### src/design/tga_truecolor_stream_decoder_core_macros.svh
// Assertion macros for the TGA true-color stream decoder.
// Expects clk_i and rst_ni in the scope of the module that uses them.
`ifndef TGA_TRUECOLOR_STREAM_DECODER_CORE_MACROS_SVH
`define TGA_TRUECOLOR_STREAM_DECODER_CORE_MACROS_SVH

// Consequent must hold in the same cycle as the antecedent.
`define TGAD_ASSERT_SAME(name, pre, post) \
  name: assert property (@(posedge clk_i) disable iff (!rst_ni) (pre) |-> (post)) \
    else $error("tgad assertion failed");

// Consequent must hold in the cycle after the antecedent.
`define TGAD_ASSERT_NEXT(name, pre, post) \
  name: assert property (@(posedge clk_i) disable iff (!rst_ni) (pre) |=> (post)) \
    else $error("tgad assertion failed");

`endif

### src/design/tgad_pkg.sv
// Shared types and constants for the TGA true-color stream decoder.
// No dependencies.
package tgad_pkg;

  localparam logic [1:0] KIND_HEADER = 2'd0;
  localparam logic [1:0] KIND_PIXEL  = 2'd1;
  localparam logic [1:0] KIND_ERROR  = 2'd2;

  localparam logic [1:0] ERR_NONE       = 2'd0;
  localparam logic [1:0] ERR_SIGNATURE  = 2'd1;
  localparam logic [1:0] ERR_RESOLUTION = 2'd2;
  localparam logic [1:0] ERR_DEPTH      = 2'd3;

  localparam int unsigned SIG_LEN = 12;
  localparam logic [7:0] SIG_TYPE_BYTE = 8'd2;
  localparam logic [7:0] ALPHA_OPAQUE  = 8'd255;

  typedef struct packed {
    logic [1:0]  kind;
    logic [1:0]  error_code;
    logic [7:0]  red;
    logic [7:0]  green;
    logic [7:0]  blue;
    logic [7:0]  alpha;
    logic [8:0]  column;
    logic [8:0]  row;
    logic [17:0] address;
    logic [9:0]  width;
    logic [9:0]  height;
    logic        last;
  } result_t;

  // Signature byte expected at a header position; the pattern repeats every four bytes.
  function automatic logic [7:0] sig_byte(input logic [1:0] pos);
    sig_byte = (pos == 2'd2) ? SIG_TYPE_BYTE : 8'd0;
  endfunction

endpackage

### src/design/tga_truecolor_stream_decoder_core.sv
// Top level of the TGA true-color stream decoder: header parser, pixel assembler, result register.
// Depends on tgad_pkg and tga_truecolor_stream_decoder_core_macros.svh.
//
// Takes one file byte per clock cycle on the input channel; start_of_file_i restarts the
// parser on that byte. Each byte is handled in the cycle it transfers and any result lands in
// a single output register in the next cycle, so the block sustains one byte per cycle while
// out_ready_i stays high; a stalled result holds the input off until it is taken. Results:
// header accepted (with width and height), an error code, or one RGBA pixel per 3 or 4 bytes
// with column, top-down row, word address and a last flag. After an error or the last pixel,
// bytes without the start flag produce nothing.
module tga_truecolor_stream_decoder_core #(
  parameter int unsigned MAX_WIDTH  = 512,
  parameter int unsigned MAX_HEIGHT = 512
) (
  input  logic        clk_i,
  input  logic        rst_ni,
  input  logic        in_valid_i,
  output logic        in_ready_o,
  input  logic [7:0]  data_byte_i,
  input  logic        start_of_file_i,
  output logic        out_valid_o,
  input  logic        out_ready_i,
  output logic [1:0]  kind_o,
  output logic [1:0]  error_code_o,
  output logic [7:0]  red_o,
  output logic [7:0]  green_o,
  output logic [7:0]  blue_o,
  output logic [7:0]  alpha_o,
  output logic [8:0]  column_o,
  output logic [8:0]  row_o,
  output logic [17:0] address_o,
  output logic [9:0]  width_o,
  output logic [9:0]  height_o,
  output logic        last_o
);
  import tgad_pkg::*;

  localparam int unsigned CW = $clog2(MAX_WIDTH + 1);
  localparam int unsigned RW = $clog2(MAX_HEIGHT + 1);
  localparam logic [15:0] MAX_W16 = 16'(MAX_WIDTH);
  localparam logic [15:0] MAX_H16 = 16'(MAX_HEIGHT);

  localparam logic [2:0] PH_IDLE  = 3'd0;
  localparam logic [2:0] PH_SIG   = 3'd1;
  localparam logic [2:0] PH_SIZE  = 3'd2;
  localparam logic [2:0] PH_DEPTH = 3'd3;
  localparam logic [2:0] PH_DESC  = 3'd4;
  localparam logic [2:0] PH_PIX   = 3'd5;
  localparam logic [2:0] PH_DONE  = 3'd6;

  logic [2:0]    phase_q, phase_d;
  logic [3:0]    hdr_cnt_q, hdr_cnt_d;
  logic [15:0]   width_raw_q, width_raw_d;
  logic [15:0]   height_raw_q, height_raw_d;
  logic          four_bytes_q, four_bytes_d;
  logic [1:0]    byte_idx_q, byte_idx_d;
  logic [7:0]    held_blue_q, held_blue_d;
  logic [7:0]    held_green_q, held_green_d;
  logic [7:0]    held_red_q, held_red_d;
  logic [CW-1:0] col_q, col_d;
  logic [RW-1:0] src_row_q, src_row_d;
  logic [17:0]   row_base_q, row_base_d;
  logic          out_valid_q;
  result_t       res_q, res_d;
  logic          res_valid;

  logic          in_fire;
  logic [2:0]    ph;
  logic [3:0]    hc;
  logic [15:0]   w_new, h_new;
  logic [31:0]   base_prod;
  logic [4:0]    depth_bytes;
  logic          row_end, last_pix;

  assign in_ready_o = !out_valid_q || out_ready_i;
  assign in_fire    = in_valid_i && in_ready_o;

  assign base_prod   = 32'(height_raw_q - 16'd1) * 32'(width_raw_q);
  assign depth_bytes = data_byte_i[7:3];
  assign row_end     = (17'(col_q) + 17'd1) >= {1'b0, width_raw_q};
  assign last_pix    = row_end && ((17'(src_row_q) + 17'd1) >= {1'b0, height_raw_q});

  always_comb begin
    phase_d      = phase_q;
    hdr_cnt_d    = hdr_cnt_q;
    width_raw_d  = width_raw_q;
    height_raw_d = height_raw_q;
    four_bytes_d = four_bytes_q;
    byte_idx_d   = byte_idx_q;
    held_blue_d  = held_blue_q;
    held_green_d = held_green_q;
    held_red_d   = held_red_q;
    col_d        = col_q;
    src_row_d    = src_row_q;
    row_base_d   = row_base_q;
    res_valid    = 1'b0;
    res_d        = '0;
    ph           = start_of_file_i ? PH_SIG : phase_q;
    hc           = start_of_file_i ? 4'd0 : hdr_cnt_q;
    w_new        = width_raw_q;
    h_new        = height_raw_q;
    if (in_fire) begin
      phase_d   = ph;
      hdr_cnt_d = hc;
      unique case (ph)
        PH_SIG: begin
          if (data_byte_i != sig_byte(hc[1:0])) begin
            res_valid        = 1'b1;
            res_d.kind       = KIND_ERROR;
            res_d.error_code = ERR_SIGNATURE;
            phase_d          = PH_IDLE;
          end else if (hc == 4'(SIG_LEN - 1)) begin
            hdr_cnt_d = 4'd0;
            phase_d   = PH_SIZE;
          end else begin
            hdr_cnt_d = hc + 4'd1;
          end
        end
        PH_SIZE: begin
          unique case (hc[1:0])
            2'd0: w_new = {width_raw_q[15:8], data_byte_i};
            2'd1: w_new = {data_byte_i, width_raw_q[7:0]};
            2'd2: h_new = {height_raw_q[15:8], data_byte_i};
            2'd3: h_new = {data_byte_i, height_raw_q[7:0]};
          endcase
          width_raw_d  = w_new;
          height_raw_d = h_new;
          if (hc[1:0] == 2'd3) begin
            hdr_cnt_d = 4'd0;
            if (w_new == 16'd0 || w_new > MAX_W16 || h_new == 16'd0 || h_new > MAX_H16) begin
              res_valid        = 1'b1;
              res_d.kind       = KIND_ERROR;
              res_d.error_code = ERR_RESOLUTION;
              phase_d          = PH_IDLE;
            end else begin
              phase_d = PH_DEPTH;
            end
          end else begin
            hdr_cnt_d = hc + 4'd1;
          end
        end
        PH_DEPTH: begin
          if (depth_bytes != 5'd3 && depth_bytes != 5'd4) begin
            res_valid        = 1'b1;
            res_d.kind       = KIND_ERROR;
            res_d.error_code = ERR_DEPTH;
            phase_d          = PH_IDLE;
          end else begin
            four_bytes_d = (depth_bytes == 5'd4);
            phase_d      = PH_DESC;
          end
        end
        PH_DESC: begin
          phase_d      = PH_PIX;
          byte_idx_d   = 2'd0;
          col_d        = '0;
          src_row_d    = '0;
          row_base_d   = base_prod[17:0];
          res_valid    = 1'b1;
          res_d.kind   = KIND_HEADER;
          res_d.width  = 10'(width_raw_q);
          res_d.height = 10'(height_raw_q);
        end
        PH_PIX: begin
          priority if (byte_idx_q == 2'd0) begin
            held_blue_d = data_byte_i;
            byte_idx_d  = 2'd1;
          end else if (byte_idx_q == 2'd1) begin
            held_green_d = data_byte_i;
            byte_idx_d   = 2'd2;
          end else if (byte_idx_q == 2'd2 && four_bytes_q) begin
            held_red_d = data_byte_i;
            byte_idx_d = 2'd3;
          end else begin
            byte_idx_d    = 2'd0;
            res_valid     = 1'b1;
            res_d.kind    = KIND_PIXEL;
            res_d.green   = held_green_q;
            res_d.blue    = held_blue_q;
            if (byte_idx_q == 2'd2) begin
              held_red_d  = data_byte_i;
              res_d.red   = data_byte_i;
              res_d.alpha = ALPHA_OPAQUE;
            end else begin
              res_d.red   = held_red_q;
              res_d.alpha = data_byte_i;
            end
            res_d.column  = 9'(col_q);
            res_d.row     = 9'(height_raw_q - 16'd1 - 16'(src_row_q));
            res_d.address = row_base_q + 18'(col_q);
            res_d.last    = last_pix;
            priority if (last_pix) begin
              phase_d = PH_DONE;
            end else if (row_end) begin
              col_d      = '0;
              src_row_d  = src_row_q + RW'(1);
              row_base_d = row_base_q - 18'(width_raw_q);
            end else begin
              col_d = col_q + CW'(1);
            end
          end
        end
        default: begin
        end
      endcase
    end
  end

  always_ff @(posedge clk_i or negedge rst_ni) begin
    if (!rst_ni) begin
      phase_q      <= PH_IDLE;
      hdr_cnt_q    <= '0;
      width_raw_q  <= '0;
      height_raw_q <= '0;
      four_bytes_q <= 1'b0;
      byte_idx_q   <= '0;
      held_blue_q  <= '0;
      held_green_q <= '0;
      held_red_q   <= '0;
      col_q        <= '0;
      src_row_q    <= '0;
      row_base_q   <= '0;
      out_valid_q  <= 1'b0;
    end else begin
      phase_q      <= phase_d;
      hdr_cnt_q    <= hdr_cnt_d;
      width_raw_q  <= width_raw_d;
      height_raw_q <= height_raw_d;
      four_bytes_q <= four_bytes_d;
      byte_idx_q   <= byte_idx_d;
      held_blue_q  <= held_blue_d;
      held_green_q <= held_green_d;
      held_red_q   <= held_red_d;
      col_q        <= col_d;
      src_row_q    <= src_row_d;
      row_base_q   <= row_base_d;
      if (in_ready_o) begin
        out_valid_q <= in_fire && res_valid;
      end
    end
  end

  always_ff @(posedge clk_i) begin
    if (in_fire && res_valid) begin
      res_q <= res_d;
    end
  end

  assign out_valid_o  = out_valid_q;
  assign kind_o       = res_q.kind;
  assign error_code_o = res_q.error_code;
  assign red_o        = res_q.red;
  assign green_o      = res_q.green;
  assign blue_o       = res_q.blue;
  assign alpha_o      = res_q.alpha;
  assign column_o     = res_q.column;
  assign row_o        = res_q.row;
  assign address_o    = res_q.address;
  assign width_o      = res_q.width;
  assign height_o     = res_q.height;
  assign last_o       = res_q.last;

`include "tga_truecolor_stream_decoder_core_macros.svh"

  `TGAD_ASSERT_SAME(a_last_done, out_valid_q && res_q.kind == KIND_PIXEL && res_q.last, phase_q == PH_DONE)
  `TGAD_ASSERT_SAME(a_hdr_pix, out_valid_q && res_q.kind == KIND_HEADER, phase_q == PH_PIX && byte_idx_q == 2'd0)
  `TGAD_ASSERT_SAME(a_err_idle, out_valid_q && res_q.kind == KIND_ERROR, phase_q == PH_IDLE && res_q.error_code != ERR_NONE)
  `TGAD_ASSERT_NEXT(a_start_no_pix, in_fire && start_of_file_i, !(out_valid_q && res_q.kind == KIND_PIXEL))

endmodule
### config.mk
export PLATFORM = sky130hd
export DESIGN_NAME = tga_truecolor_stream_decoder_core
export DESIGN_NICKNAME = d
export VERILOG_FILES = /design/src/design/tgad_pkg.sv /design/src/design/tga_truecolor_stream_decoder_core.sv
export VERILOG_INCLUDE_DIRS = /design/src /design/src/design
export SDC_FILE = /design/constraint.sdc
export NUM_CORES = 1
export LEC_CHECK = 0
export ABC_AREA = 1
export BUFFER_PORTS_ARGS = -buffer_cell sky130_fd_sc_hd__buf_2
export CAP_MARGIN = 5
export CORE_MARGIN = 5
export CORE_UTILIZATION = 65
export DETAILED_ROUTE_END_ITERATION = 8
export PLACE_DENSITY = 0.82
export SKIP_CTS_REPAIR_TIMING = 1
export SLEW_MARGIN = 25
export SYNTH_ARGS = -nofsm -noshare
export SYNTH_HDL_FRONTEND = slang
export SYNTH_SLANG_ARGS = --single-unit
### constraint.sdc
create_clock -name clk_i -period 9.1 [get_ports clk_i]
set_input_delay 0.91 -clock clk_i [delete_from_list [all_inputs] [get_ports clk_i]]
set_output_delay 0.91 -clock clk_i [all_outputs]
set_load 0.01 [all_outputs]
==> flow_summary.yaml, run 1 <==
outcome:
  outcome: "completed"
sta:
  fin_crit_ps: 7070
  timing.fmax_mhz: 141
  worstMarginPinSlew_ps: 981
  finalHoldViolations: 0
  fin_crit_sh_pct: 77.7
  clock_skew_ps: 20.0
  finalMaxSlewViolations: 0
  tns_ps: 0
  rsz0062_at_grt: "no"
  finalSetupViolCount: 0
  slew_headroom_pct: 34.6
worst_setup_path:
  r2r_slack_ps: 2030
  slowest_delay_ps: 620
  r2r_end: "row_base_q[16]$_DFFE_PN0P_"
  arrival_ps: 7440
  cpMostUsedCell: "fa_1"
  critPathLaunchType: "flip-flop"
  critical-path-slowest-cell: "dfrtp_1"
  setup.worst_path.end_class: "flip-flop"
  required_ps: 9470
  reg2reg_depth: 30
  worst-setup-path-type: "reg2reg"
  r2r-start: "height_raw_q[0]$_DFFE_PN0P_"
  critPathMaxFanout: 17
layout:
  diodes: 0
  post-route-util_pct: 71.9
  final_nets: 2343
  area_delta_synth_final_pct: 8.87
  final_layout_size_suffix_gt1_share_pct: 8.19
  finalNonFillerCells: 2437
yosys:
  synth_seq_cells: 198
  synth_cell_types: 49
  yosys-top-cells-area: "edfxtp_1 17%, dfrtp_1 16%, fa_1 14%"
  synthesis.nets: 2261
  synth_ff_type: "dfrtp_1"
  syn_area_per_cell_um2: 7.98
  synth_edf_count: 93
  yosysMostFrequentCell: "nand2_1"
  synth_common_cells: "415 x nand2_1, 373 x inv_1, 237 x nor2_1"
  yosys_warnings: 0
  synth_top_area_share_pct: 17.3
  synthCells: 2018
  seq_area_frac_synth_pct: 33.7
  synthesis.area_um2: 16100
  async_flop_share_pct: 53.0
  yosysTopAreaCell: "edfxtp_1"
clocking:
  cts_buffer_depth: 2
  numCtsBuffers: 17
  clock-root-buffer: "clkbuf_16"
  worstSkewPairLatency_ps: 450
  cts_htree_levels: 4
  clk_pin_slew_ps: 80
  cts_tree: "done"
  clock_sinks: 198
routing:
  wl_per_cell_um: 18.4
  vias_per_cell: 5.84
  drt-total-wl_um: 44800
  drtPass1Iterations: 7
  drt_iter0_markers: 1374
  postRouteAntennaNets: 0
  vias: 14200
  drc_errors: 0
die:
  initial_utilization_pct: 66.0
  core_um2: 24400
  fp.dieW_um: 167
  die-height_um: 167
  ios: 108
  die-area_um2: 28000
  rows: 57
placed_design:
  dp_hpwl_um: 34100
  place_inst: 2404
  gp_congestion: 0.995
  port_buffers: 107
grt:
  grt_max_degree: 78
  grt_pass1_vias: 13800
  grt-ovfl-total: 0
  antenna_found_initial: 0
  grt_pass1_wl_um: 71700
  grt_usage_pct: 32.1
hold_path:
  hold_class: "in2async"
flow_run:
  maxCapViolCount: 0
-- layout make-up --
type / count / area (um2)
clock buffers: 17 / 425
flip-flops and latches: 198 / 5420
clock inverters: 15 / 185
fillers: 1933 / 6860
repair buffers: 116 / 629
inverters: 381 / 1430
multi-input cells: 1386 / 9030
well taps: 324 / 405
-- worst max-delay path, delay by kind of cell, from the launching register on --
family | cells | cell delay, ps
adder cells (fa/ha/maj) | 8 | 3700
AND/OR/NAND/NOR | 11 | 1680
flip-flops | 1 | 620
buffers and inverters | 6 | 550
AO/OA/AOI/OAI | 5 | 440
-- registers in the layout (all words and copies together), names as in the netlist, 3 cells and up --
signal / cells
height_o: 10
col_q: 10
address_o: 18
column_o: 9
alpha_o: 8
hdr_cnt_q: 4
width_o: 10
row_base_q: 18
height_raw_q: 16
blue_o: 8
held_blue_q: 8
row_o: 9
red_o: 8
phase_q: 3
width_raw_q: 16
held_red_q: 8
green_o: 8
held_green_q: 8
src_row_q: 10
-- how the worst max path moves through the flow --
stage,cells after the start,start,end,slack (ps)
floorplan,30,height_raw_q[0]$_DFFE_PN0P_,row_base_q[16]$_DFFE_PN0P_,2970
global placement,29,height_raw_q[0]$_DFFE_PN0P_,row_base_q[16]$_DFFE_PN0P_,2320
detailed placement,34,height_raw_q[0]$_DFFE_PN0P_,row_base_q[17]$_DFFE_PN0P_,2100
CTS,34,height_raw_q[0]$_DFFE_PN0P_,row_base_q[17]$_DFFE_PN0P_,2090
global route,30,height_raw_q[0]$_DFFE_PN0P_,row_base_q[16]$_DFFE_PN0P_,1450
finish,30,height_raw_q[0]$_DFFE_PN0P_,row_base_q[16]$_DFFE_PN0P_,2030
-- cell families after synthesis --
kind of cell / Yosys count / share of synthesized area [%]
and+or+nand+nor: 818 / 20.9
AOI/OAI and AO/OA: 305 / 10.2
adders and majority gates: 230 / 23.0
xor gates and xnor gates: 33 / 1.80
buffers and inverters: 434 / 10.3
DFF: 198 / 33.7
-- cells in the final DEF (no fill, tap or decap), types with 5 or more instances in the layout --
master	instances
nor3_1	23
buf_2	106
o21ai_0	159
buf_4	8
nand3b_1	5
o21a_1	8
inv_2	6
a31oi_1	6
dfrtp_1	105
nand4_1	13
inv_8	5
ha_1	119
xor2_1	25
clkbuf_16	17
nor4_1	6
a21oi_1	83
fa_1	111
or2_2	5
inv_1	372
edfxtp_1	93
o211ai_1	6
xnor2_1	8
nand3_1	99
nor2_1	236
o22ai_1	24
nand2_1	414
-- per-layer routing --
| layer | GRT usage [%] | wire, um |
|---|---|---|
| met3 | 6.15 | 4470 |
| met5 | 0 | 0 |
| met2 | 51.4 | 20400 |
| met4 | 13.7 | 1980 |
| met1 | 43.2 | 17900 |
-- per-stage QoR --
stage               cell area (um2)  hold slack, ps  worst slack, ps
floorplan                     16100             448             2970
CTS                           17500             388             2090
detailed placement            16900             466             2100
global placement              16900             464             2320
finish                        17500             382             2030
global route                  17500             398             1450
Power of run 1 is left out: the tool's default activity adds up to more than one toggle a clock period on the data nets, which glitch-free logic cannot reach.
==> run 2, diff against run 1 <==
--- a/config.mk
+++ b/config.mk
@@ -10,9 +10,9 @@
 export BUFFER_PORTS_ARGS = -buffer_cell sky130_fd_sc_hd__buf_2
 export CAP_MARGIN = 5
 export CORE_MARGIN = 5
-export CORE_UTILIZATION = 65
+export CORE_UTILIZATION = 56
 export DETAILED_ROUTE_END_ITERATION = 8
-export PLACE_DENSITY = 0.82
+export PLACE_DENSITY = 0.75
 export SKIP_CTS_REPAIR_TIMING = 1
 export SLEW_MARGIN = 25
 export SYNTH_ARGS = -nofsm -noshare
==> constraint.sdc (replaced) <==
create_clock -name clk_i -period 6.4 [get_ports clk_i]
set_input_delay 0.64 -clock clk_i [delete_from_list [all_inputs] [get_ports clk_i]]
set_output_delay 0.64 -clock clk_i [all_outputs]
set_load 0.01 [all_outputs]
==> run 2 against run 1 <==
- sequential cell count stayed put
- first-iteration DRC count is 6.3% higher
- critical path depth grew 1
- core utilization down 7.7 points
- sequential share of layout area down 1.3 points
- worst setup slack got worse by 1700 ps
- via count is 0.89% lower
- non-clock buffer count rose by 53
- final cell count up 4.6%
- maximum frequency rose by 16%
- critical path type unchanged
- largest cell class unchanged
- highest routed layer unchanged
==> flow_summary.yaml, run 2 (synthesis gave the netlist of run 1 again) <==
routing:
  wl_per_cell_um: 16.9
  drtPass1Iterations: 6
  drt_iter0_markers: 1461
  vias_per_cell: 5.53
  vias: 14100
  postRouteAntennaNets: 0
  drc_errors: 0
  drt-total-wl_um: 43200
worst_setup_path:
  setup.worst_path.end_class: "flip-flop"
  r2r_end: "row_base_q[16]$_DFFE_PN0P_"
  critical-path-slowest-cell: "fa_1"
  worst-setup-path-type: "reg2reg"
  arrival_ps: 6520
  r2r_slack_ps: 280
  crit_start: "height_raw_q[2]$_DFFE_PN0P_"
  reg2reg_depth: 31
  r2r-start: "height_raw_q[2]$_DFFE_PN0P_"
  critPathMaxFanout: 4
  slowest_delay_ps: 550
  critPathLaunchType: "flip-flop"
  required_ps: 6790
grt:
  grt-ovfl-total: 0
  antenna_found_initial: 1
  grt_pass1_vias: 13700
  grt_usage_pct: 26.8
  grt_max_degree: 90
  grt_pass1_wl_um: 70500
sta:
  timing.fmax_mhz: 163
  fin_crit_ps: 6120
  finalHoldViolations: 0
  fin_crit_sh_pct: 95.7
  finalSetupViolCount: 0
  worstMarginPinSlew_ps: 1000
  holdWs_ps: 230
  clock_skew_ps: 24.2
  finalMaxSlewViolations: 0
  slew_headroom_pct: 33.1
die:
  fp.dieW_um: 180
  rows: 62
  ios: 108
  initial_utilization_pct: 56.4
  die-height_um: 180
  core_um2: 28500
  die-area_um2: 32200
clocking:
  cts_htree_levels: 4
  clock-root-buffer: "clkbuf_16"
  cts_buffer_depth: 2
  cts_tree: "done"
  worstSkewPairLatency_ps: 460
  numCtsBuffers: 17
  clock_sinks: 198
  clk_pin_slew_ps: 90
placed_design:
  dp_hpwl_um: 33200
  place_inst: 2504
  gp_congestion: 0.959
  dpl_cell_area_um2: 17300
  port_buffers: 107
layout:
  final_cell_mix: "396 x nand2_1, 364 x inv_1, 219 x nor2_1"
  design_area_um2: 18300
  final_nets: 2396
  final_layout_size_suffix_gt1_share_pct: 13.5
  final_common_cell: "nand2_1"
  area_delta_synth_final_pct: 13.7
  diodes: 0
  finalNonFillerCells: 2550
hold_path:
  hold_class: "in2async"
flow_run:
  maxCapViolCount: 0
outcome:
  outcome: "completed"
-- run 2: routing by layer --
layer	track usage, %	up-vias	routed length [um]
li1	-	6700	-
met1	37.3	6713	18700
met4	9.17	0	1650
met2	42.7	582	19500
met5	0	-	0
met3	4.61	108	3380
-- run 2: how the worst max path moves through the flow --
stage | end | slack (ps) | cells after the start
global placement | row_base_q[17]$_DFFE_PN0P_ | 90 | 33
finish | row_base_q[16]$_DFFE_PN0P_ | 280 | 31
detailed placement | row_base_q[16]$_DFFE_PN0P_ | -140 | 29
global route | row_base_q[16]$_DFFE_PN0P_ | -70 | 31
floorplan | row_base_q[16]$_DFFE_PN0P_ | 270 | 30
CTS | row_base_q[16]$_DFFE_PN0P_ | -140 | 29
-- run 2: layout make-up --
class,instances,area [um2]
clock buffers,19,454
clock inverters,13,151
fillers,2495,10200
inverters,381,1440
multi-input cells,1386,9340
flip-flops and latches,198,5430
well taps,384,480
repair buffers,169,1030
-- run 2: critical path: cells and delay by family (launching register included) --
family	cells	cell delay, ps
flip-flops	1	450
buffers and inverters	6	380
adder cells (fa/ha/maj)	7	3330
AO/OA/AOI/OAI	5	460
AND/OR/NAND/NOR	13	1430
-- run 2: stage by stage --
stage,setup WS (ps),setup TNS [ps],util [%]
after floorplan,266,0,-
after global placement,86.5,0,60.5
final,275,0,64.2
after CTS,-142,-172,62.6
after global routing,-66.6,-92.7,64.2
after detailed placement,-140,-181,60.5
Power of run 2 is left out for the same reason.
